--- config.mk ---
export PLATFORM = sky130hd
export DESIGN_NAME = tcw_apb_regs
export DESIGN_NICKNAME = d
export VERILOG_FILES = /design/src/rtl/tcw_pkg.sv /design/src/rtl/tcw_apb_regs.sv
export SDC_FILE = /design/constraint.sdc
export NUM_CORES = 1
export LEC_CHECK = 0
export BUFFER_PORTS_ARGS = -buffer_cell sky130_fd_sc_hd__buf_2
export CORE_MARGIN = 3
export CORE_UTILIZATION = 25
export DETAILED_ROUTE_END_ITERATION = 8
export PLACE_DENSITY = 0.68
export SLEW_MARGIN = 20
export SYNTH_ARGS = -nofsm -noshare
export SYNTH_HDL_FRONTEND = slang
export SYNTH_SLANG_ARGS = --single-unit
--- constraint.sdc ---
create_clock -name clk -period 0.8 [get_ports clk]
set_clock_uncertainty 0.15 [all_clocks]
set_input_delay 0.04 -clock clk [delete_from_list [all_inputs] [get_ports clk]]
set_output_delay 0.04 -clock clk [all_outputs]
set_load 0.03 [all_outputs]
--- src/rtl/tcw_pkg.sv ---
// Shared types, constants and the address helper of the text console writer.
// No dependencies; every other console module but tcw_ram imports this package.
package tcw_pkg;

  localparam int ROWS   = 25;
  localparam int COLS   = 80;
  localparam int CELLS  = ROWS * COLS;
  localparam int ADDR_W = $clog2(CELLS);
  localparam int ROW_W  = 5;
  localparam int COL_W  = 7;
  localparam int CHAR_W = 8;
  localparam int ATTR_W = 8;
  localparam int CELL_W = ATTR_W + CHAR_W;

  localparam int TAB_SPACES = 5;
  localparam int TAB_CNT_W  = 3;

  localparam logic [CHAR_W-1:0] CH_BS    = 8'd8;
  localparam logic [CHAR_W-1:0] CH_TAB   = 8'd9;
  localparam logic [CHAR_W-1:0] CH_LF    = 8'd10;
  localparam logic [CHAR_W-1:0] CH_CR    = 8'd13;
  localparam logic [CHAR_W-1:0] CH_SPACE = 8'h20;

  localparam logic CMD_PUT  = 1'b0;
  localparam logic CMD_READ = 1'b1;

  localparam logic [ATTR_W-1:0] ATTR_RESET = 8'h07;

  localparam int APB_ADDR_W = 3;
  localparam int APB_DATA_W = 32;
  localparam int REG_IDX_W  = 1;
  localparam logic [REG_IDX_W-1:0] REG_DEFAULT_ATTR = 1'b0;

  typedef enum logic [2:0] {
    ST_CLEAR,
    ST_IDLE,
    ST_PUT,
    ST_TAB,
    ST_FILL,
    ST_READ,
    ST_READ_DATA,
    ST_DONE
  } tcw_state_t;

  typedef struct packed {
    logic              command;
    logic [CHAR_W-1:0] char_code;
    logic [ATTR_W-1:0] attribute;
    logic [ROW_W-1:0]  read_row;
    logic [COL_W-1:0]  read_col;
  } tcw_item_t;

  typedef struct packed {
    logic [ROW_W-1:0]  cursor_row;
    logic [COL_W-1:0]  cursor_col;
    logic [CELL_W-1:0] cell_value;
    logic              scrolled;
  } tcw_result_t;

  // The screen is a ring of rows: logical row r lives in physical row
  // (r + base) mod ROWS, so a scroll only moves the base and refills one row.
  function automatic logic [ADDR_W-1:0] cell_addr(input logic [ROW_W-1:0] row,
                                                  input logic [COL_W-1:0] col,
                                                  input logic [ROW_W-1:0] base);
    logic [ROW_W:0] prow;
    prow = {1'b0, row} + {1'b0, base};
    if (prow >= (ROW_W+1)'(ROWS)) begin
      prow = prow - (ROW_W+1)'(ROWS);
    end
    return ADDR_W'(prow) * ADDR_W'(COLS) + ADDR_W'(col);
  endfunction

endpackage

--- src/rtl/tcw_apb_regs.sv ---
// APB configuration register block of the text console writer.
// Holds the default attribute; depends on tcw_pkg.
module tcw_apb_regs
  import tcw_pkg::*;
(
  input  logic                  clk,
  input  logic                  rst,
  input  logic                  psel,
  input  logic                  penable,
  input  logic                  pwrite,
  input  logic [APB_ADDR_W-1:0] paddr,
  input  logic [APB_DATA_W-1:0] pwdata,
  output logic [APB_DATA_W-1:0] prdata,
  output logic                  pready,
  output logic [ATTR_W-1:0]     default_attr
);

  logic [REG_IDX_W-1:0] reg_idx;
  logic                 wr_fire;

  assign pready  = 1'b1;
  assign reg_idx = paddr[APB_ADDR_W-1 -: REG_IDX_W];
  assign wr_fire = psel && penable && pwrite && pready;

  always_ff @(posedge clk) begin
    if (rst) begin
      default_attr <= ATTR_RESET;
    end else if (wr_fire && reg_idx == REG_DEFAULT_ATTR) begin
      default_attr <= pwdata[ATTR_W-1:0];
    end
  end

  always_comb begin
    prdata = '0;
    case (reg_idx)
      REG_DEFAULT_ATTR: prdata = APB_DATA_W'(default_attr);
      default:          prdata = '0;
    endcase
  end

endmodule

* Word level (Yosys, flattened, before mapping)
Index checks and enable logic that the tools add are counted.
Storage, ports and cells: register bits after elaboration 8, output and inout bits 41, logic and storage cells 6
Cells by class: bitwise gates (word level) 1, mux-type cells 1, reductions and logical operators 3
Operators by type and width (count):
- two-way mux 8 bit | 1
- logical AND 1 bit | 3
- inverter 1 bit | 1

* Depth between registers and ports, before layout
Gate-level depths: netlist of the first run.
word-level depth 3, mapped depth 3, gate-level depth less buffers 2

* Worst setup path before layout of the first run
Ideal clock, no wire load.
path kind register -> output, start point register default_attr[3], end point output port prdata[3], slack -0.175 ns, stages on the path, launching flop included 2, path buffers 0, arrival 0.785 ns, cell sequence dfxtp_1 > and2b_2
On the way: longest elaborated chain between the ends 1
Ends and longest elaborated chain:
- from (decl) | RTL line tcw_apb_regs.sv:15 | output logic [ATTR_W-1:0] default_attr
- from (signal assigned) | RTL line tcw_apb_regs.sv:29 | default_attr <= pwdata[ATTR_W-1:0];
- two-way mux 8 bit | RTL line tcw_apb_regs.sv:35 | case (reg_idx)
- to (decl) | RTL line tcw_apb_regs.sv:13 | output logic [APB_DATA_W-1:0] prdata,
Every way passes these cells.

* Worst setup path in the final report of the first run
start point register default_attr[0], end point output port prdata[0]
Same word-level chain as after synthesis.

==> qor.yml, run 1 <==
regMostFlops: "default_attr"
drive_gt1_share_pct: 57.66
largest_reg_flops: 8
syn_area_per_cell_um2: 8.794
drt_iter0_markers: 0
slew_violations: 0
worst_slack_ns: -0.3018
cp_max_fo: 2
clkTransAtPathRegs_ns: 0.06
crit_chain: "and2b_2 -> buf_6"
die_h_um: 55.62
port_buffers: 29
most-common-layout-cells: "conb_1, buf_6, buf_2"
top_regs: "default_attr x8"
post-route-util_pct: 42.33
critical_path_buf_inv_count: 1
htreeDepth: 1
num_antenna_cells: 0
io_pins: 81
overflow: 0
fp-row-count: 17
drt.antenna.violating_nets: 0
final_common_cell: "conb_1"
slowest_delay_ns: 0.34
cts_tree: "built"
leakage_nw: 0.4851
fp.dieArea_um2: 3094
hold_viol: 8
clock-sinks: 8
worstRegToRegCells: 4
max-vdd-ir-drop_v: 0.0004593
place_congestion: 0.6348
rsz0062_at_grt: "yes"
drc: 0
antenna_found_initial: 0
hold_end: "default_attr[4]"
nets: 153
cts_buffer_depth: 2
p_per_area_nw_per_um2: 1116
drt_first_pass_iters: 1
cpLargestDelayFamily: "flip-flops"
grt_pass1_vias: 441
grt_max_degree: 17
finalSetupTns_ns: -4.644
start_util_pct: 27.05
syn_area_um2: 615.6
grt_pass1_wl_um: 1938
grtUsageTotal_pct: 8.173
root_buffer: "clkbuf_4"
hold_class: "input port to register"
wirelength_um: 1363
crit_type: "register to output port"
finalCritPeriodShare_pct: 137.7
r2r-start: "default_attr[6]"
min-delay-start: "pwdata[4]"
worst_path_max_delay_cell: "dfxtp_4"
viasPerCell: 3.619
syn2layout_area_growth_pct: 56.50
cts-buffers-inserted: 3
netlist_instances: 70
die_width_um: 55.62
fill_cells: 227
clock_latency_ns: 0.25
ys_warn_count: 0
violations: "negative hold slack, negative setup slack"
synth_seq_cells: 8
yosysUniqueCellTypes: 10
max_cap_violations: 0
critPathRequiredTime_ns: 0.61
vias: 503
r2r_setup_slack_ns: -0.16
fmax_mhz: 907.6
dp_slack_ns: -0.2096
start_kind: "register"
coreArea_um2: 2276
seq_area_frac_synth_pct: 26.02
dp_hpwl_um: 1073
fin_crit_ns: 1.102
end_kind: "output port"
cp.depth: 2
setup_viol: 22
hold_ws_ns: -0.1091
wire_per_inst_um: 9.806
outcome: "complete, but fails checks"
worstPathArrival_ns: 0.91
min_path_cells: 3
timing.rr.end: "default_attr[6]"
## layout make-up
class / instances / area (um2) / area share (%)
Multi-Input combinational cell: 58 / 356.6 / 37.01
Tap cell: 28 / 35.03 / 3.636
Clock buffer: 3 / 22.52 / 2.338
Timing Repair Buffer: 42 / 359.1 / 37.27
Sequential cell: 8 / 190.2 / 19.74
## cells in the mapped netlist
master | count | area (um2)
clkbuf_1 | 1 | 3.750
conb_1 | 2 | 7.510
and2b_2 | 8 | 70.07
buf_6 | 1 | 11.26
and4b_1 | 1 | 10.01
mux2i_1 | 8 | 80.08
nor2_1 | 6 | 22.52
buf_4 | 25 | 187.7
nand2b_1 | 10 | 62.56
dfxtp_1 | 8 | 160.2
## per-stage QoR
stage	area [um2]	hold WS, ns	instances	power [mW]
2_1_floorplan	732.0	0.03413	93	0.7471
3_3_place_gp	732.0	0.1419	126	0.7162
3_5_place_dp	732.0	0.1499	126	0.7208
4_1_cts	919.6	-0.1181	137	1.090
5_1_grt	963.4	-0.1057	139	1.144
6_report	963.4	-0.1091	139	1.075
## report_power, final
group | switching [mW] | total [mW] | internal, mW
combinational | 0.255 | 0.375 | 0.120
clock | 0.137 | 0.309 | 0.172
sequential | 0.00506 | 0.392 | 0.387
total | 0.397 | 1.07 | 0.678
## worst max path at each step
stage,start,end,slack (ns)
2_1_floorplan,default_attr[3],prdata[3],-0.02
3_3_place_gp,paddr[2],default_attr[0],-0.15
3_5_place_dp,paddr[2],default_attr[7],-0.21
4_1_cts,default_attr[7],prdata[7],-0.32
5_1_grt,default_attr[3],prdata[3],-0.34
6_report,default_attr[0],prdata[0],-0.30
## worst reg2reg max path: cells and delay by family, from the launching register on
| family | cells | cell delay [ns] |
|---|---|---|
| and+or+nand+nor | 1 | 0.06 |
| muxes | 1 | 0.06 |
| DFF | 1 | 0.33 |
| buffers and inverters | 2 | 0.26 |
## per-layer routing
layer | share of wire [%] | wire, um | GRT usage [%] | vias up
met3 | 9.8 | 133 | 2.320 | 0
li1 | - | - | - | 251
met4 | 0 | 0 | 4.167 | 0
met2 | 59 | 802 | 15.03 | 29
met1 | 31 | 427 | 8.275 | 223
met5 | 0 | 0 | 0 | -
## repair_timing
item | in CTS | in global routing
hold endpoints to repair | 8 | 8
pin swaps | 0 | 1
gates resized for setup | 33 | 6
cloned | 0 | 0
buffers inserted | 8 | 2
setup endpoints to repair | 16 | 22
## cells by family after synthesis
logic type | Yosys count | share of synthesized area (%)
buf+inv | 27 | 32.93
simple gates | 25 | 26.83
mux | 8 | 13.01
flops | 8 | 26.02
other cells | 2 | 1.220
(Power assumes the default switching activity.)
==> inputs of run 2 (changes only) <==
CORE_MARGIN = not set   (was 3)
==> run 2 against run 1 <==
  * The flow still finishes with violations (negative hold slack, negative setup slack)
  * Maximum frequency shrank 0.21%
  * Clock power is 4% lower
  * Via count is 0.40% higher
  * Critical path type unchanged
  * Critical endpoint is now prdata[3]
  * Largest cell class is now multi-input gates
  * Largest power group unchanged
==> qor.yml, run 2 (same netlist as run 1, synthesis figures left out) <==
place_congestion: 0.6462
crit_type: "register to output port"
htreeDepth: 1
clock_latency_ns: 0.25
clkTransAtPathRegs_ns: 0.05
die_width_um: 51.62
wire_per_inst_um: 8.956
fp-row-count: 17
outcome: "complete, but fails checks"
worstRegToRegCells: 4
final_common_cell: "conb_1"
syn2layout_area_growth_pct: 58.94
io_pins: 81
hold_end: "default_attr[3]"
rsz0062_at_grt: "yes"
timing.rr.end: "default_attr[5]"
grt_pass1_vias: 436
hold_class: "input port to register"
cts-buffers-inserted: 3
crit_chain: "and2b_2 -> buf_6"
wirelength_um: 1227
cts_buffer_depth: 2
drt_first_pass_iters: 2
end_kind: "output port"
fmax_mhz: 905.7
dp_hpwl_um: 870.9
overflow: 0
finalPower_mw: 1.069
worst_slack_ns: -0.3041
grtUsageTotal_pct: 9.823
max-vdd-ir-drop_v: 0.0005827
post-route-util_pct: 42.99
violations: "negative hold slack, negative setup slack"
worstPathArrival_ns: 0.91
drt_iter0_markers: 2
critPathRequiredTime_ns: 0.61
r2r-start: "default_attr[5]"
slew_violations: 0
grt_pass1_wl_um: 1863
nets: 151
viasPerCell: 3.686
clock-sinks: 8
drc: 0
worst_path_max_delay_cell: "dfxtp_4"
start_kind: "register"
finalCritPeriodShare_pct: 138.0
cpLargestDelayFamily: "flip-flops"
fp.dieArea_um2: 2665
drive_gt1_share_pct: 58.72
leakage_nw: 0.4895
r2r_setup_slack_ns: -0.12
most-common-layout-cells: "conb_1, buf_6, buf_2"
num_antenna_cells: 0
regMostFlops: "default_attr"
p_per_area_nw_per_um2: 1093
slowest_delay_ns: 0.34
vias: 505
finalNonFillerCells: 137
port_buffers: 29
die_h_um: 51.62
antenna_found_initial: 0
hold_viol: 8
fin_crit_ns: 1.104
cp_max_fo: 2
dp_cells: 126
max_cap_violations: 0
root_buffer: "clkbuf_4"
min_path_cells: 3
critical_path_buf_inv_count: 1
setup_viol: 22
top_regs: "default_attr x8"
hold_ws_ns: -0.1122
min-delay-start: "pwdata[3]"
grt_max_degree: 17
coreArea_um2: 2276
cts_tree: "built"
start_util_pct: 27.05
drt.antenna.violating_nets: 0
dp_slack_ns: -0.1854
largest_reg_flops: 8
-- run 2: changes by cell type in the layout (fill, tap and decap cells not counted) --
cell      before  now
buf_2         14   13
nor2_2         1    0
nor2_4         0    1
buf_6         21   23
nand2b_4       2    4
nand2b_1       8    6
buf_4          7    4
-- run 2: worst min-delay path: cells and delay by family --
family | cells | cell delay [ns]
and+or+nand+nor | 1 | 0.05
muxes | 1 | 0.05
buffers and inverters | 1 | 0.10
-- run 2: how the worst max path moves through the flow --
stage | start | to | cells after the start
global placement | paddr[2] | default_attr[7] | 4
global route | default_attr[5] | prdata[5] | 2
CTS | default_attr[3] | prdata[3] | 2
finish | default_attr[3] | prdata[3] | 2
detailed placement | paddr[2] | default_attr[7] | 4
floorplan | default_attr[3] | prdata[3] | 1
-- run 2: area by class of cell --
class,instances,area [um2]
Timing Repair Buffer,40,354.1
Sequential cell,8,190.2
Clock buffer,3,22.52
Fill cell,223,1297
Multi-Input combinational cell,58,376.6
Tap cell,28,35.03
-- run 2: per-stage QoR --
stage	TNS (ns)	cell area, um2
floorplan	-0.1562	732.0
global placement	-1.659	732.0
detailed placement	-1.836	732.0
CTS	-4.062	892.1
global route	-5.048	978.4
finish	-4.156	978.4
-- run 2: what timing repair did --
item                                   CTS  global route
resized for setup                       34            11
endpoints found under the hold margin    8             8
pin swaps                                1             0
setup endpoints to repair               16            23
setup buffers                            4             4
-- run 2: report_power, final --
part | internal, mW | switching (mW) | leakage, nW
clock | 0.171 | 0.126 | 0.0138
sequential | 0.387 | 0.00633 | 0.0685
combinational | 0.123 | 0.256 | 0.407
-- run 2: layer usage --
metal | vias to the layer above | global-route usage [%] | part of all wire [%]
met4 | 0 | 4.054 | 0
met1 | 225 | 9.807 | 35
met3 | 0 | 4.971 | 7.6
met5 | - | 0 | 0
met2 | 32 | 17.10 | 57
li1 | 248 | - | -
