--- config.mk ---
export PLATFORM = sky130hd
export DESIGN_NAME = tcw_engine
export DESIGN_NICKNAME = d
export VERILOG_FILES = /design/src/rtl/tcw_pkg.sv /design/src/rtl/tcw_engine.sv
export SDC_FILE = /design/constraint.sdc
export NUM_CORES = 1
export LEC_CHECK = 0
export BUFFER_PORTS_ARGS = -buffer_cell sky130_fd_sc_hd__buf_2
export CORE_ASPECT_RATIO = 1.25
export CORE_MARGIN = 1
export CORE_UTILIZATION = 58
export CTS_CLUSTER_DIAMETER = 100
export DETAILED_ROUTE_END_ITERATION = 10
export HOLD_SLACK_MARGIN = 0.05
export PLACE_DENSITY = 0.82
export RECOVER_POWER = 50
export SYNTH_ARGS = -nofsm -noshare
export SYNTH_HDL_FRONTEND = slang
export SYNTH_SLANG_ARGS = --single-unit
--- constraint.sdc ---
create_clock -name clk -period 7.6 [get_ports clk]
set_input_delay 1.52 -clock clk [delete_from_list [all_inputs] [get_ports clk]]
set_output_delay 1.52 -clock clk [all_outputs]
set_load 0.05 [all_outputs]
--- src/rtl/tcw_pkg.sv ---
// Shared types, constants and the address helper of the text console writer.
// No dependencies; every other console module but tcw_ram imports this package.
package tcw_pkg;

  localparam int ROWS   = 25;
  localparam int COLS   = 80;
  localparam int CELLS  = ROWS * COLS;
  localparam int ADDR_W = $clog2(CELLS);
  localparam int ROW_W  = 5;
  localparam int COL_W  = 7;
  localparam int CHAR_W = 8;
  localparam int ATTR_W = 8;
  localparam int CELL_W = ATTR_W + CHAR_W;

  localparam int TAB_SPACES = 5;
  localparam int TAB_CNT_W  = 3;

  localparam logic [CHAR_W-1:0] CH_BS    = 8'd8;
  localparam logic [CHAR_W-1:0] CH_TAB   = 8'd9;
  localparam logic [CHAR_W-1:0] CH_LF    = 8'd10;
  localparam logic [CHAR_W-1:0] CH_CR    = 8'd13;
  localparam logic [CHAR_W-1:0] CH_SPACE = 8'h20;

  localparam logic CMD_PUT  = 1'b0;
  localparam logic CMD_READ = 1'b1;

  localparam logic [ATTR_W-1:0] ATTR_RESET = 8'h07;

  localparam int APB_ADDR_W = 3;
  localparam int APB_DATA_W = 32;
  localparam int REG_IDX_W  = 1;
  localparam logic [REG_IDX_W-1:0] REG_DEFAULT_ATTR = 1'b0;

  typedef enum logic [2:0] {
    ST_CLEAR,
    ST_IDLE,
    ST_PUT,
    ST_TAB,
    ST_FILL,
    ST_READ,
    ST_READ_DATA,
    ST_DONE
  } tcw_state_t;

  typedef struct packed {
    logic              command;
    logic [CHAR_W-1:0] char_code;
    logic [ATTR_W-1:0] attribute;
    logic [ROW_W-1:0]  read_row;
    logic [COL_W-1:0]  read_col;
  } tcw_item_t;

  typedef struct packed {
    logic [ROW_W-1:0]  cursor_row;
    logic [COL_W-1:0]  cursor_col;
    logic [CELL_W-1:0] cell_value;
    logic              scrolled;
  } tcw_result_t;

  // The screen is a ring of rows: logical row r lives in physical row
  // (r + base) mod ROWS, so a scroll only moves the base and refills one row.
  function automatic logic [ADDR_W-1:0] cell_addr(input logic [ROW_W-1:0] row,
                                                  input logic [COL_W-1:0] col,
                                                  input logic [ROW_W-1:0] base);
    logic [ROW_W:0] prow;
    prow = {1'b0, row} + {1'b0, base};
    if (prow >= (ROW_W+1)'(ROWS)) begin
      prow = prow - (ROW_W+1)'(ROWS);
    end
    return ADDR_W'(prow) * ADDR_W'(COLS) + ADDR_W'(col);
  endfunction

endpackage

--- src/rtl/tcw_engine.sv ---
// Command sequencer of the text console writer: cursor, row ring base,
// clearing pass, scroll fill and the read/modify traffic to the cell RAM.
// Depends on tcw_pkg.
module tcw_engine
  import tcw_pkg::*;
(
  input  logic              clk,
  input  logic              rst,
  input  logic              in_valid,
  output logic              in_ready,
  input  tcw_item_t         in_item,
  input  logic [ATTR_W-1:0] default_attr,
  output logic              ram_we,
  output logic [ADDR_W-1:0] ram_waddr,
  output logic [CELL_W-1:0] ram_wdata,
  output logic [ADDR_W-1:0] ram_raddr,
  input  logic [CELL_W-1:0] ram_rdata,
  output logic              res_valid,
  input  logic              res_ready,
  output tcw_result_t       res
);

  tcw_state_t           state, state_next;
  logic [ROW_W-1:0]     cur_row, cur_row_next;
  logic [COL_W-1:0]     cur_col, cur_col_next;
  logic [ROW_W-1:0]     base_row, base_row_next;
  logic [ADDR_W-1:0]    clr_addr, clr_addr_next;
  logic [COL_W-1:0]     fill_col, fill_col_next;
  logic [TAB_CNT_W-1:0] tab_cnt, tab_cnt_next;
  logic                 scrolled, scrolled_next;
  logic [CELL_W-1:0]    cell_value, cell_value_next;
  tcw_item_t            item, item_next;

  logic                 in_fire;
  logic [ATTR_W-1:0]    attr_eff;
  logic [CELL_W-1:0]    space_cell;
  logic [ROW_W-1:0]     base_inc;
  logic [COL_W:0]       adv_col_sum;
  logic                 adv_wrap;
  logic [ROW_W:0]       adv_row_sum;
  logic                 adv_scroll;
  logic [ROW_W-1:0]     adv_row;
  logic [COL_W-1:0]     adv_col;
  logic [ROW_W:0]       lf_row_sum;
  logic                 lf_scroll;
  logic [ROW_W-1:0]     bs_row;
  logic [COL_W-1:0]     bs_col;
  logic                 in_range;

  assign in_fire    = in_valid && in_ready;
  assign attr_eff   = (item.attribute == '0) ? default_attr : item.attribute;
  assign space_cell = {default_attr, CH_SPACE};
  assign base_inc   = (base_row == ROW_W'(ROWS - 1)) ? '0 : base_row + 1'b1;

  // One store-and-advance step from the current cursor.
  assign adv_col_sum = {1'b0, cur_col} + 1'b1;
  assign adv_wrap    = (adv_col_sum == (COL_W+1)'(COLS));
  assign adv_col     = adv_wrap ? '0 : adv_col_sum[COL_W-1:0];
  assign adv_row_sum = {1'b0, cur_row} + {{ROW_W{1'b0}}, adv_wrap};
  assign adv_scroll  = (adv_row_sum == (ROW_W+1)'(ROWS));
  assign adv_row     = adv_scroll ? ROW_W'(ROWS - 1) : adv_row_sum[ROW_W-1:0];

  assign lf_row_sum = {1'b0, cur_row} + 1'b1;
  assign lf_scroll  = (lf_row_sum == (ROW_W+1)'(ROWS));

  assign bs_col = (cur_col == '0) ? COL_W'(COLS - 1) : cur_col - 1'b1;
  assign bs_row = (cur_col == '0) ? cur_row - 1'b1 : cur_row;

  assign in_range = (in_item.read_row < ROW_W'(ROWS)) && (in_item.read_col < COL_W'(COLS));

  always_comb begin
    state_next      = state;
    cur_row_next    = cur_row;
    cur_col_next    = cur_col;
    base_row_next   = base_row;
    clr_addr_next   = clr_addr;
    fill_col_next   = fill_col;
    tab_cnt_next    = tab_cnt;
    scrolled_next   = scrolled;
    cell_value_next = cell_value;
    item_next       = item;
    in_ready        = 1'b0;
    res_valid       = 1'b0;
    ram_we          = 1'b0;
    ram_waddr       = cell_addr(cur_row, cur_col, base_row);
    ram_wdata       = space_cell;
    ram_raddr       = cell_addr(item.read_row, item.read_col, base_row);

    case (state)
      ST_CLEAR: begin
        ram_we        = 1'b1;
        ram_waddr     = clr_addr;
        ram_wdata     = '0;
        clr_addr_next = clr_addr + 1'b1;
        if (clr_addr == ADDR_W'(CELLS - 1)) begin
          state_next = ST_IDLE;
        end
      end

      ST_IDLE: begin
        in_ready = 1'b1;
        if (in_fire) begin
          item_next       = in_item;
          scrolled_next   = 1'b0;
          cell_value_next = '0;
          if (in_item.command == CMD_PUT) begin
            state_next = ST_PUT;
          end else if (in_range) begin
            state_next = ST_READ;
          end else begin
            state_next = ST_DONE;
          end
        end
      end

      ST_PUT: begin
        state_next = ST_DONE;
        case (item.char_code)
          CH_BS: begin
            if (cur_row != '0 || cur_col != '0) begin
              ram_we       = 1'b1;
              ram_waddr    = cell_addr(bs_row, bs_col, base_row);
              ram_wdata    = {attr_eff, CH_SPACE};
              cur_row_next = bs_row;
              cur_col_next = bs_col;
            end
          end
          CH_LF: begin
            cur_col_next = '0;
            if (lf_scroll) begin
              cur_row_next  = ROW_W'(ROWS - 1);
              base_row_next = base_inc;
              fill_col_next = '0;
              scrolled_next = 1'b1;
              state_next    = ST_FILL;
            end else begin
              cur_row_next = lf_row_sum[ROW_W-1:0];
            end
          end
          CH_CR: begin
            cur_col_next = '0;
          end
          CH_TAB: begin
            tab_cnt_next = '0;
            state_next   = ST_TAB;
          end
          default: begin
            ram_we       = 1'b1;
            ram_wdata    = {attr_eff, item.char_code};
            cur_row_next = adv_row;
            cur_col_next = adv_col;
            if (adv_scroll) begin
              base_row_next = base_inc;
              fill_col_next = '0;
              scrolled_next = 1'b1;
              state_next    = ST_FILL;
            end
          end
        endcase
      end

      ST_TAB: begin
        ram_we       = 1'b1;
        cur_row_next = adv_row;
        cur_col_next = adv_col;
        tab_cnt_next = tab_cnt + 1'b1;
        if (adv_scroll) begin
          base_row_next = base_inc;
          fill_col_next = '0;
          scrolled_next = 1'b1;
          state_next    = ST_FILL;
        end else if (tab_cnt_next == TAB_CNT_W'(TAB_SPACES)) begin
          state_next = ST_DONE;
        end
      end

      ST_FILL: begin
        // Base already points past the old top row, which is now the bottom.
        ram_we        = 1'b1;
        ram_waddr     = cell_addr(ROW_W'(ROWS - 1), fill_col, base_row);
        fill_col_next = fill_col + 1'b1;
        if (fill_col == COL_W'(COLS - 1)) begin
          if (item.char_code == CH_TAB && tab_cnt != TAB_CNT_W'(TAB_SPACES)) begin
            state_next = ST_TAB;
          end else begin
            state_next = ST_DONE;
          end
        end
      end

      ST_READ: begin
        state_next = ST_READ_DATA;
      end

      ST_READ_DATA: begin
        cell_value_next = ram_rdata;
        state_next      = ST_DONE;
      end

      ST_DONE: begin
        res_valid = 1'b1;
        if (res_ready) begin
          state_next = ST_IDLE;
        end
      end

      default: begin
        state_next = ST_IDLE;
      end
    endcase
  end

  assign res.cursor_row = cur_row;
  assign res.cursor_col = cur_col;
  assign res.cell_value = cell_value;
  assign res.scrolled   = scrolled;

  always_ff @(posedge clk) begin
    if (rst) begin
      state    <= ST_CLEAR;
      cur_row  <= '0;
      cur_col  <= '0;
      base_row <= '0;
      clr_addr <= '0;
      fill_col <= '0;
      tab_cnt  <= '0;
      scrolled <= 1'b0;
    end else begin
      state    <= state_next;
      cur_row  <= cur_row_next;
      cur_col  <= cur_col_next;
      base_row <= base_row_next;
      clr_addr <= clr_addr_next;
      fill_col <= fill_col_next;
      tab_cnt  <= tab_cnt_next;
      scrolled <= scrolled_next;
    end
  end

  always_ff @(posedge clk) begin
    item       <= item_next;
    cell_value <= cell_value_next;
  end

  a_cursor_on_screen: assert property (@(posedge clk) disable iff (rst)
    (state == ST_IDLE) |-> (cur_row < ROW_W'(ROWS) && cur_col < COL_W'(COLS)))
    else $error("cursor left the screen");

  a_base_in_ring: assert property (@(posedge clk) disable iff (rst)
    base_row < ROW_W'(ROWS))
    else $error("row ring base out of range");

  a_fill_on_bottom: assert property (@(posedge clk) disable iff (rst)
    (state == ST_FILL) |-> (cur_row == ROW_W'(ROWS - 1)))
    else $error("scroll fill with cursor off the bottom row");

  a_read_no_scroll: assert property (@(posedge clk) disable iff (rst)
    (res_valid && item.command == CMD_READ) |-> !scrolled)
    else $error("read reports a scroll");

  a_no_write_on_accept: assert property (@(posedge clk) disable iff (rst)
    in_fire |-> !ram_we)
    else $error("cell write while taking an item");

endmodule

; Word-level counts from Yosys, hierarchy flattened
; Index checks and enable logic that the tools add are counted.
[classes]
n_lt_le_gt_ge = 6
n_reduce_logical = 28
multipliers = 4
add_sub_neg = 21
n_eq_ne = 30
mux = 62
[ops]
columns = cell, n
row1 = $pmux W16 S2, 3
row2 = $mux W6, 8
row3 = $add A11 B7 Y11, 4
row4 = $pmux W7 S3, 2
row5 = $mux W5, 7
row6 = $mux W7, 5
row7 = $pmux W11 S3, 1
row8 = $eq A8 B4 Y1 const B, 4
row9 = $mux W16, 2
row10 = $pmux W5 S2, 3
row11 = $mul A6 B3 Y7 const B, 4
row12 = $pmux W7 S2, 2
row13 = $mux W3, 9
row14 = $ge A6 B5 Y1 const B, 4
row15 = $pmux W3 S8, 1
row16 = $sub A6 B5 Y6 const B, 4
row17 = $mux W11, 2
row18 = $add A5 B5 Y6, 3
row19 = $ne A2 B2 Y1 const B, 8
row20 = $eq A3 B3 Y1 const B, 5
row21 = $pmux W5 S3, 1
row22 = $eq A6 B5 Y1 const B, 2
row23 = $ne A3 B3 Y1 const B, 4
row24 = $reduce_and A3 Y1, 4
row25 = other kinds (39), 59
[totals]
in_bits = 57
out_inout_bits = 70
register_bits = 86
wordCells = 164

; Logic depth before layout (Yosys ltp)
; Gate-level depths: netlist (run 1).
[depth]
ltp_word = 13
depth_mapped = 23
ltp_nobuf = 23

; Worst setup path before layout (run 1)
; No wires, ideal clock.
[synth_timing]
kind = register to output
from = register cur_col[5]
to = output port ram_waddr[10]
t_arrival_ps = 6072
path_buffers = 1
required_time_ps = 6080
slack_ps = 8
path_stages_with_launch = 23
cell_sequence = dfxtp_1 > buf_6 > or4_4 > nor2_1 > xnor2_1 > ha_1 > fa_1 > a21o_1 > a21oi_1 > xnor2_1 > nand2_1 > o21ai_1 > o31ai_1 > xnor2_1 > ha_1 > ha_1 > fa_1 > xor2_1 > o2111ai_1 > xnor2_1 > xnor2_1 > xnor2_1 > a21oi_1
[synth_via]
elab_chain_len = 13
elab_cells_between_ends = 19
cone_classes = add/sub (5) / mul (1) / order compare (1) / mux (9) / reduce/logical (3)
[synth_rtl]
columns = element, line
row1 = "start, declared", tcw_engine.sv:25  ; logic [COL_W-1:0] cur_col, cur_col_next;
row2 = "start signal, assigned", tcw_engine.sv:231  ; cur_col <= cur_col_next;
row3 = $logic_not A7 Y1, "tcw_engine.sv:66, tcw_engine.sv:67"
row4 = $mux W5, tcw_engine.sv:67  ; assign bs_row = (cur_col == '0) ? cur_row - 1'b1 : cur_row;
row5 = $add A5 B5 Y6, tcw_pkg.sv:66  ; prow = {1'b0, row} + {1'b0, base};
row6 = $sub A6 B5 Y6 / $ge A6 B5 Y1 (equally long branches), "tcw_pkg.sv:68, tcw_pkg.sv:67"
row7 = $mux W6, tcw_pkg.sv:67  ; if (prow >= (ROW_W+1)'(ROWS)) begin
row8 = $mux W6, tcw_engine.sv:120  ; if (cur_row != '0 || cur_col != '0) begin
row9 = $mux W6, tcw_engine.sv:118  ; case (item.char_code)
row10 = $mux W6, tcw_engine.sv:89  ; case (state)
row11 = $mul A6 B3 Y7, tcw_pkg.sv:70  ; return ADDR_W'(prow) * ADDR_W'(COLS) + ADDR_W'(col);
row12 = $add A11 B7 Y11, tcw_pkg.sv:70
row13 = $mux W11, tcw_engine.sv:120
row14 = $mux W11, tcw_engine.sv:118
row15 = $pmux W11 S3 (*), tcw_engine.sv:89
row16 = "end, declared", tcw_engine.sv:14  ; output logic [ADDR_W-1:0] ram_waddr,
; Every way passes the cells marked *; elsewhere a longest branch is shown, timed or not. The select of a mux whose other input is x is not followed.

; Worst setup path in the final report (run 1)
; Ends and elaborated chain as after synthesis.

==> impl_metrics.tcl, run 1 <==
set metrics [dict create \
    outcome "finished, violations left" \
    violations "capacitance limit, slew limit" \
    fmax_ghz 0.136 \
    ys_seq_area_share_pct 29.1 \
    seqPwrFrac_pct 25.2 \
    critPathLaunchType "register" \
    ys_types 75 \
    ant_nets 0 \
    synth_fp_nets 1011 \
    powerDensity_mw_per_mm2 273 \
    maxCapViolCount 1 \
    drc 0 \
    finalCriticalPeriod_ns 7.33 \
    area_growth_pct 14.4 \
    core_mm2 0.0123 \
    post-cts-setup-buffers 0 \
    slew_violations 45 \
    n_antenna_cell 0 \
    insertion_delay_ns 0.35 \
    clk_pin_slew_ns 0.07 \
    fillers 980 \
    hold_viol_final 0 \
    gp_congestion 0.935 \
    start_util_pct 60.4 \
    tightest_slew_ns 2.12 \
    drt-total-wl_mm 19.6 \
    ys_seq_elements 86 \
    numClockSinks 86 \
    grt_start_max_net_pins 45 \
    finClkSkew_ns 0.00587 \
    antenna_found_initial 0 \
    gr-usage-all-layers_pct 30.4 \
    clkPwrFrac_pct 19.3 \
    cts_buffers 9 \
    postSynthAreaPerCell_um2 8.62 \
    power_leakage_nw 3.68 \
    p_int_mw 1.23 \
    tns_ns 0 \
    min_path_type "reg2reg" \
    cp.arrival_ns 5.81 \
    path_class "reg2out" \
    layout.nets 1128 \
    cts_tree "built" \
    slew_headroom_pct -41.1 \
    dieArea_mm2 0.0133 \
    htreeDepth 3 \
    clockRootBuffer "clkbuf_16" \
    vias 7011 \
    firstDrtPassIters 7 \
    setup_viol 0 \
    grt_pass1_vias 6675 \
    ys_async_sr_fraction_pct 0 \
    postSynthCellCount 863 \
    wire_per_inst_um 17.1 \
    cp_max_fo 10 \
    final_cells 1149 \
    vdd_drop_max_mv 0.242 \
    grt_pass1_wl_mm 31.2 \
    drive_gt1_share_pct 14.7 \
    dpl.cell_count 1133 \
    clockBufferDepth 2 \
    die_width_um 103 \
    vias_per_cell 6.10 \
    synth_edf_count 44 \
    ios 127 \
    ys.flop_type "edfxtp_1" \
    synth_area_mm2 0.00744 \
    final_area_mm2 0.00851 \
    io_buffer_count 126 \
    final_util_pct 69.1 \
    num_rows 45 \
    cp-end-kind "output port" \
    finalCritPeriodShare_pct 96.4 \
    yosysWarningCount 0 \
    grt_setup_unrepaired "no" \
    netSwitchingFraction_pct 47.2 \
    overflow 0 \
    hpwl_mm 14.9 \
    drtIter0Drc 502 \
    post_dp_cell_area_mm2 0.00822 \
    hold_ws_ns 0.467 \
    die_h_um 129 \
    p_comb_share_pct 55.5 \
    cp_data_required_time_ns 6.08 \
    switching_power_mw 1.10 \
]
cell families (layout without fill, tap and decap cells):
family / after synthesis / in the layout / share of synthesized area, %
flops: 86 / 86 / 29.1
xor+xnor: 74 / 74 / 8.89
simple gates: 294 / 294 / 19.8
fa+ha+maj: 91 / 91 / 16.4
compound gates: 229 / 229 / 20.2
buf+inv: 81 / 203 / 4.52
mux: 8 / 8 / 1.08
flip-flops by register name (all words and copies together), names as in the netlist:
register and flops:
state 3, item 28, fill_col 7, base_row 5, clr_addr 11, cur_col 7
cell_value 16, scrolled 1, tab_cnt 3, cur_row 5
routing by layer:
metal / routed length (µm) / vias to the layer above / share of wire [%] / track usage (%)
met5: 0 / - / 0 / 0
met4: 860 / 0 / 4.4 / 14.7
met3: 1240 / 63 / 6.3 / 5.43
met2: 9980 / 284 / 51 / 53.6
met1: 7570 / 3314 / 39 / 35.2
li1: - / 3350 / - / -
stage by stage:
stage,total power [mW],setup slack (ns)
3_3_place_gp,1.83,0.462
4_1_cts,2.31,0.0424
6_report,2.33,0.270
5_1_grt,2.45,0.00214
2_1_floorplan,1.58,0.00825
3_5_place_dp,1.86,0.291
critical path, cell delays in order (launching register included):
cell,delay (ns)
dfxtp_2,0.39
or4_4,0.60
nor2_4,0.21
xnor2_1,0.10
ha_1,0.22
fa_1,0.54
inv_1,0.09
ha_1,0.21
inv_1,0.11
nor2_1,0.06
a211o_1,0.32
xor2_1,0.15
a211o_1,0.35
ha_1,0.34
fa_1,0.44
xor2_1,0.24
o2111ai_1,0.16
xnor2_1,0.17
xnor2_1,0.24
xnor2_1,0.09
a21oi_1,0.17
buf_4,0.23
power groups by stage:
stage	clock network (mW)	registers (mW)	logic [mW]
floorplan	0	0.620	0.964
global placement	0	0.591	1.24
detailed placement	0	0.593	1.26
CTS	0.453	0.584	1.28
global route	0.471	0.592	1.39
finish	0.450	0.586	1.29
cells in the mapped netlist (6+ instances only):
cell type   n  area share, %
nor3b_1     6           0.61
nand2b_1    7           0.59
nand2_1    81            4.1
nand3_1    32            2.2
nand4_1    10           0.84
a22o_1      7           0.82
inv_1      47            2.4
and3_1     10           0.84
a21oi_1    66            4.4
a21o_1     19            1.9
clkbuf_1   18           0.91
nor2b_1     9           0.76
dfxtp_1    42             11
o22ai_1     6           0.50
o21ai_0    49            3.3
nor3_1     16            1.1
xnor2_1    42            4.9
mux2i_1     8            1.1
edfxtp_1   44             18
ha_1       80             13
nor2_1     70            3.5
xor2_1     31            3.6
o21a_1      7           0.71
nand3b_1    6           0.61
and2_1     23            1.9
a22oi_1     6           0.61
fa_1       11            3.0
a211oi_1   13            1.3
cell type report:
| type | count | area [µm²] | area share, % |
|---|---|---|---|
| clock buffers | 10 | 250 | 2.94 |
| clock inverters | 6 | 50.0 | 0.588 |
| inverters | 49 | 184 | 2.16 |
| multi-input cells | 696 | 4980 | 58.5 |
| flip-flops and latches | 86 | 2170 | 25.4 |
| well taps | 164 | 205 | 2.41 |
| repair buffers | 138 | 677 | 7.95 |
what timing repair did:
item | CTS | global route
pin swaps | 0 | 0
cloned | 0 | 0
resized for setup | 1 | 13
endpoints found under the setup margin | 1 | 2
hold buffers | 0 | 0
layout by cell type, fill, tap and decap left out, types with 12 or more instances in the layout:
cell,count
nor3_1,16
a211oi_1,13
a21o_1,19
xnor2_1,41
and2_1,12
edfxtp_1,44
ha_1,80
dfxtp_1,39
nand2_1,81
xor2_1,31
buf_2,94
a21oi_1,65
o21ai_0,47
nand3_1,31
nor2_1,69
inv_1,47
clkbuf_1,33
final timing paths:
| check | to | cells past startpoint | from | slack (ns) |
|---|---|---|---|---|
| hold reg to reg | scrolled | 2 | scrolled | 0.47 |
| setup reg to reg | state[2] | 13 | cur_col[2] | 3.49 |
| setup / recovery | ram_waddr[10] | 21 | cur_col[5] | 0.27 |
| hold / removal | scrolled | 2 | scrolled | 0.47 |
No activity file was read; power rests on OpenSTA's default activity.
==> inputs of run 2 (changes only) <==
--- a/config.mk
+++ b/config.mk
@@ -7,7 +7,7 @@
 export LEC_CHECK = 0
 export BUFFER_PORTS_ARGS = -buffer_cell sky130_fd_sc_hd__buf_2
 export CORE_ASPECT_RATIO = 1.25
-export CORE_MARGIN = 1
+export CORE_MARGIN = 2
 export CORE_UTILIZATION = 58
 export CTS_CLUSTER_DIAMETER = 100
 export DETAILED_ROUTE_END_ITERATION = 10
==> impl_metrics.tcl, run 2 (synthesis results as in run 1) <==
set metrics [dict create \
    layout.nets 1129 \
    min_path_type "reg2reg" \
    top_register "item" \
    tns_ns 0 \
    cp-end-kind "output port" \
    vias_per_cell 5.98 \
    setup_ws_ns 0.384 \
    slew_headroom_pct -44.6 \
    powerDensity_mw_per_mm2 276 \
    vias 6905 \
    core_mm2 0.0126 \
    start_util_pct 59.0 \
    insertion_delay_ns 0.35 \
    hold_ws_ns 0.505 \
    final_cells 1154 \
    gp_congestion 0.912 \
    power_leakage_nw 3.69 \
    critical-path-top-delay-family "adder cells" \
    max_stage_delay_ns 0.51 \
    die_width_um 105 \
    htreeDepth 3 \
    finalCriticalPeriod_ns 7.22 \
    firstDrtPassIters 5 \
    clk_pin_slew_ns 0.07 \
    post_dp_cell_area_mm2 0.00823 \
    grt_pass1_vias 6678 \
    grt_setup_unrepaired "no" \
    fillers 1057 \
    numClockSinks 86 \
    cp_max_fo 12 \
    io_buffer_count 126 \
    cts_buffers 9 \
    dpl.cell_count 1138 \
    crit_path_top_delay_cell "or4_4" \
    setup_viol 0 \
    n_antenna_cell 0 \
    dpl_worst_slack_ns 0.470 \
    cts_tree "built" \
    reg2reg_depth 13 \
    largest_reg_flops 28 \
    num_rows 46 \
    wire_per_inst_um 17.1 \
    grt_start_max_net_pins 45 \
    hold_viol_final 0 \
    vdd_drop_max_mv 0.248 \
    dieArea_mm2 0.0138 \
    endpoint "ram_waddr[10]" \
    timing.rr.end "base_row[0]" \
    clockRootBuffer "clkbuf_16" \
    gr-usage-all-layers_pct 28.8 \
    path_class "reg2out" \
    crit_cells 23 \
    outcome "finished, violations left" \
    drive_gt1_share_pct 14.5 \
    final_cell_mix "buf_2, nand2_1, ha_1, nor2_1, a21oi_1" \
    cp.arrival_ns 5.70 \
    path_cells "or4_4, nor2_4, xnor2_1, ha_1, fa_1, a21o_1, a21oi_2, xnor2_1, nand2_1, o21ai_1, buf_4, nor2_1, a21o_1, ha_1, ha_1, fa_1, xor2_1, o2111ai_1, xnor2_1, xnor2_1, xnor2_1, a21oi_1, clkbuf_4" \
    maxCapViolCount 1 \
    finalCritPeriodShare_pct 95.0 \
    crit_start "cur_col[4]" \
    top_regs "item x28, cell_value x16, clr_addr x11" \
    grt_pass1_wl_mm 31.6 \
    drtIter0Drc 465 \
    hpwl_mm 15.1 \
    ant_nets 0 \
    fmax_ghz 0.139 \
    violations "capacitance limit, slew limit" \
    antenna_found_initial 0 \
    final_util_pct 67.7 \
    area_growth_pct 14.7 \
    critPathLaunchType "register" \
    clockBufferDepth 2 \
    post-cts-setup-buffers 0 \
    r2r_setup_slack_ns 3.55 \
    slew_violations 45 \
    final_area_mm2 0.00854 \
    drt-total-wl_mm 19.8 \
    overflow 0 \
    tightest_slew_ns 2.17 \
    ios 127 \
    path_buf_inv 2 \
    path_common_cell "xnor2_1" \
    cp_data_required_time_ns 6.08 \
    r2r-start "cur_col[2]" \
    die_h_um 131 \
    drc 0 \
    finClkSkew_ns 0.00678 \
    final_common_cell "buf_2" \
    power.total_mw 2.35 \
]
[run 2: changes by cell type in the layout (fill, tap and decap cells not counted), sizes merged]
cell | before | now
clkinvlp | 0 | 1
bufinv | 0 | 2
clkinv | 5 | 3
[run 2: layout make-up]
type / instances / area [µm²] / share of cell area (%)
Multi-Input combinational cell: 696 / 4970 / 58.2
Sequential cell: 86 / 2160 / 25.3
Timing Repair Buffer: 139 / 687 / 8.04
Clock buffer: 9 / 225 / 2.64
Tap cell: 168 / 210 / 2.46
Inverter: 49 / 184 / 2.15
Clock inverter: 7 / 104 / 1.22
[run 2: worst min-delay path by stage]
stage / start / to / slack (ns) / cells past startpoint
final: fill_col[1] / fill_col[1] / 0.51 / 2
after global routing: fill_col[1] / fill_col[1] / 0.53 / 2
after CTS: fill_col[1] / fill_col[1] / 0.50 / 2
after detailed placement: scrolled / scrolled / 0.49 / 2
after global placement: scrolled / scrolled / 0.46 / 2
after floorplan: scrolled / scrolled / 0.44 / 2
[run 2: routing by layer]
layer | up-vias | part of all wire, % | track usage (%)
met3 | 52 | 6.2 | 4.51
met4 | 0 | 3.6 | 12.2
met2 | 286 | 52 | 54.9
met1 | 3218 | 39 | 31.7
met5 | - | 0 | 0
li1 | 3349 | - | -
[run 2: power by group]
group	leakage [nW]	switching, mW	total, mW	internal, mW
Combinational	2.78	0.834	1.27	0.441
Sequential	0.741	0.0458	0.583	0.537
Clock	0.160	0.203	0.497	0.294
Total	3.69	1.08	2.35	1.27
[run 2: worst reg2reg max path: cells and delay by family, from the launching register on]
kind	cells	cell delay, ns
AO/OA/AOI/OAI	6	1.94
adder cells (fa/ha/maj)	2	0.61
buffers and inverters	1	0.20
flip-flops	1	0.36
AND/OR/NAND/NOR	4	0.85
[run 2: repair_timing]
action                                  in CTS  in global routing
endpoints found under the setup margin       0                  3
hold buffers                                 0                  0
gates resized for setup                      0                  7
==> inputs of run 3 (changes only) <==
--- a/config.mk
+++ b/config.mk
@@ -13,7 +13,8 @@
 export DETAILED_ROUTE_END_ITERATION = 10
 export HOLD_SLACK_MARGIN = 0.05
 export PLACE_DENSITY = 0.82
-export RECOVER_POWER = 50
+export RECOVER_POWER = 25
+export SETUP_SLACK_MARGIN = 0.2
 export SYNTH_ARGS = -nofsm -noshare
 export SYNTH_HDL_FRONTEND = slang
 export SYNTH_SLANG_ARGS = --single-unit
==> impl_metrics.tcl, run 3 (synthesis results as in run 1) <==
set metrics [dict create \
    drt-total-wl_mm 19.6 \
    path_class "reg2out" \
    grt_setup_unrepaired "no" \
    outcome "finished, violations left" \
    n_antenna_cell 0 \
    vdd_drop_max_mv 0.308 \
    clockRootBuffer "clkbuf_16" \
    firstDrtPassIters 6 \
    maxCapViolCount 1 \
    crit_start "cur_col[5]" \
    cp_max_fo 10 \
    cts_tree "built" \
    tns_ns 0 \
    p_int_mw 1.25 \
    io_buffer_count 126 \
    p_comb_share_pct 55.4 \
    vias 6933 \
    area_growth_pct 14.9 \
    layout.nets 1127 \
    tightest_slew_ns 2.17 \
    setup_viol 0 \
    clkPwrFrac_pct 19.4 \
    hold_viol_final 0 \
    fillers 1022 \
    wire_per_inst_um 17.0 \
    hp-start "scrolled" \
    htreeDepth 3 \
    cts-hold-fix-buffers 0 \
    seqCellArea_mm2 0.00217 \
    clk_pin_slew_ns 0.07 \
    cp_data_required_time_ns 6.08 \
    grt_pass1_wl_mm 30.8 \
    die_width_um 105 \
    hpwl_mm 14.8 \
    r2r-start "cur_col[2]" \
    reg2reg_depth 12 \
    slew_violations 45 \
    final_cells 1152 \
    drive_gt1_share_pct 16.7 \
    cp-end-kind "output port" \
    multiInputGateArea_mm2 0.00499 \
    finalCriticalPeriod_ns 7.14 \
    top_regs "item x28, cell_value x16, clr_addr x11" \
    whs_path_depth 2 \
    drc 0 \
    critPathLaunchType "register" \
    ios 127 \
    switching_power_mw 1.09 \
    final_cell_mix "buf_2, nand2_1, ha_1, nor2_1, a21oi_1" \
    insertion_delay_ns 0.35 \
    timing.rr.end "state[0]" \
    overflow 0 \
    netSwitchingFraction_pct 46.5 \
    dieArea_mm2 0.0138 \
    vias_per_cell 6.02 \
    core_mm2 0.0126 \
    gr-usage-all-layers_pct 27.8 \
    endpoint "ram_waddr[9]" \
    die_h_um 131 \
    fmax_ghz 0.140 \
    r2r_setup_slack_ns 3.62 \
    clockBufferDepth 2 \
    dpl.cell_count 1133 \
    finClkSkew_ns 0.0104 \
    ant_nets 0 \
    drtIter0Drc 553 \
    grt_pass1_vias 6554 \
    slew_headroom_pct -44.5 \
    cp.arrival_ns 5.62 \
    top_register "item" \
    min_path_type "reg2reg" \
    grt_start_max_net_pins 45 \
    power_leakage_nw 3.74 \
    largest_reg_flops 28 \
    cts_buffers 9 \
    final_area_mm2 0.00855 \
    violations "capacitance limit, slew limit" \
    numClockSinks 86 \
    post_dp_cell_area_mm2 0.00819 \
    seqPwrFrac_pct 25.2 \
    antenna_found_initial 0 \
    gp_congestion 0.908 \
    final_common_cell "buf_2" \
    powerDensity_mw_per_mm2 274 \
    finalCritPeriodShare_pct 94.0 \
    start_util_pct 59.0 \
    num_rows 46 \
]
[run 3: power by group through the flow]
stage	Sequential [mW]	Combinational [mW]	Clock, mW
floorplan	0.620	0.968	0
global placement	0.597	1.24	0
detailed placement	0.598	1.25	0
CTS	0.589	1.27	0.456
global route	0.598	1.41	0.475
finish	0.591	1.30	0.456
[run 3: layout make-up]
cell class / count / area share, %
Multi-Input combinational cell: 696 / 58.3
Sequential cell: 86 / 25.3
Timing Repair Buffer: 137 / 8.21
Clock buffer: 12 / 3.13
Tap cell: 168 / 2.46
Inverter: 49 / 2.15
Clock inverter: 4 / 0.410
[run 3: repair_timing]
item | 4_1_cts | 5_1_grt
setup buffers | 0 | 3
setup endpoints to repair | 2 | 2
pin swaps | 1 | 3
resized for setup | 4 | 13
[run 3: routing by layer]
| layer | vias up | track usage, % | routed length, µm |
|---|---|---|---|
| met5 | - | 0 | 0 |
| met4 | 0 | 14.5 | 896 |
| met3 | 69 | 4.32 | 1310 |
| met2 | 305 | 50.9 | 9730 |
| met1 | 3215 | 31.4 | 7640 |
| li1 | 3344 | - | - |
[run 3: worst max-delay path, cell delays in order, from the launching register on]
cell and delay (ns):
dfxtp_2 0.40, or4_4 0.60, nor2_4 0.18, xnor2_1 0.09, ha_1 0.21, fa_1 0.40
a21o_1 0.22, a21oi_2 0.22, xnor2_1 0.14, nand2_1 0.08, o21ai_1 0.14, buf_4 0.18
o31ai_1 0.09, xnor2_1 0.22, ha_1 0.27, ha_1 0.22, fa_1 0.55, nand2_1 0.07
nor2_1 0.11, xor2_1 0.19, nand3_1 0.10, nand4_1 0.13, o21a_1 0.17, buf_2 0.28
[run 3: metrics by stage]
| step | setup WS (ns) | util, % | power (mW) | hold WS [ns] |
|---|---|---|---|---|
| after floorplan | 0.266 | - | 1.59 | 0.437 |
| final | 0.458 | 67.8 | 2.35 | 0.469 |
| after global placement | 0.580 | 65.0 | 1.84 | 0.451 |
| after CTS | 0.257 | 67.6 | 2.31 | 0.474 |
| after detailed placement | 0.446 | 65.0 | 1.85 | 0.464 |
| after global routing | 0.198 | 67.8 | 2.48 | 0.490 |
[run 3: worst min-delay path by stage]
| stage | slack, ns | endpoint |
|---|---|---|
| after floorplan | 0.44 | scrolled |
| after global placement | 0.45 | scrolled |
| after detailed placement | 0.46 | scrolled |
| after CTS | 0.47 | scrolled |
| after global routing | 0.49 | scrolled |
| final | 0.47 | scrolled |
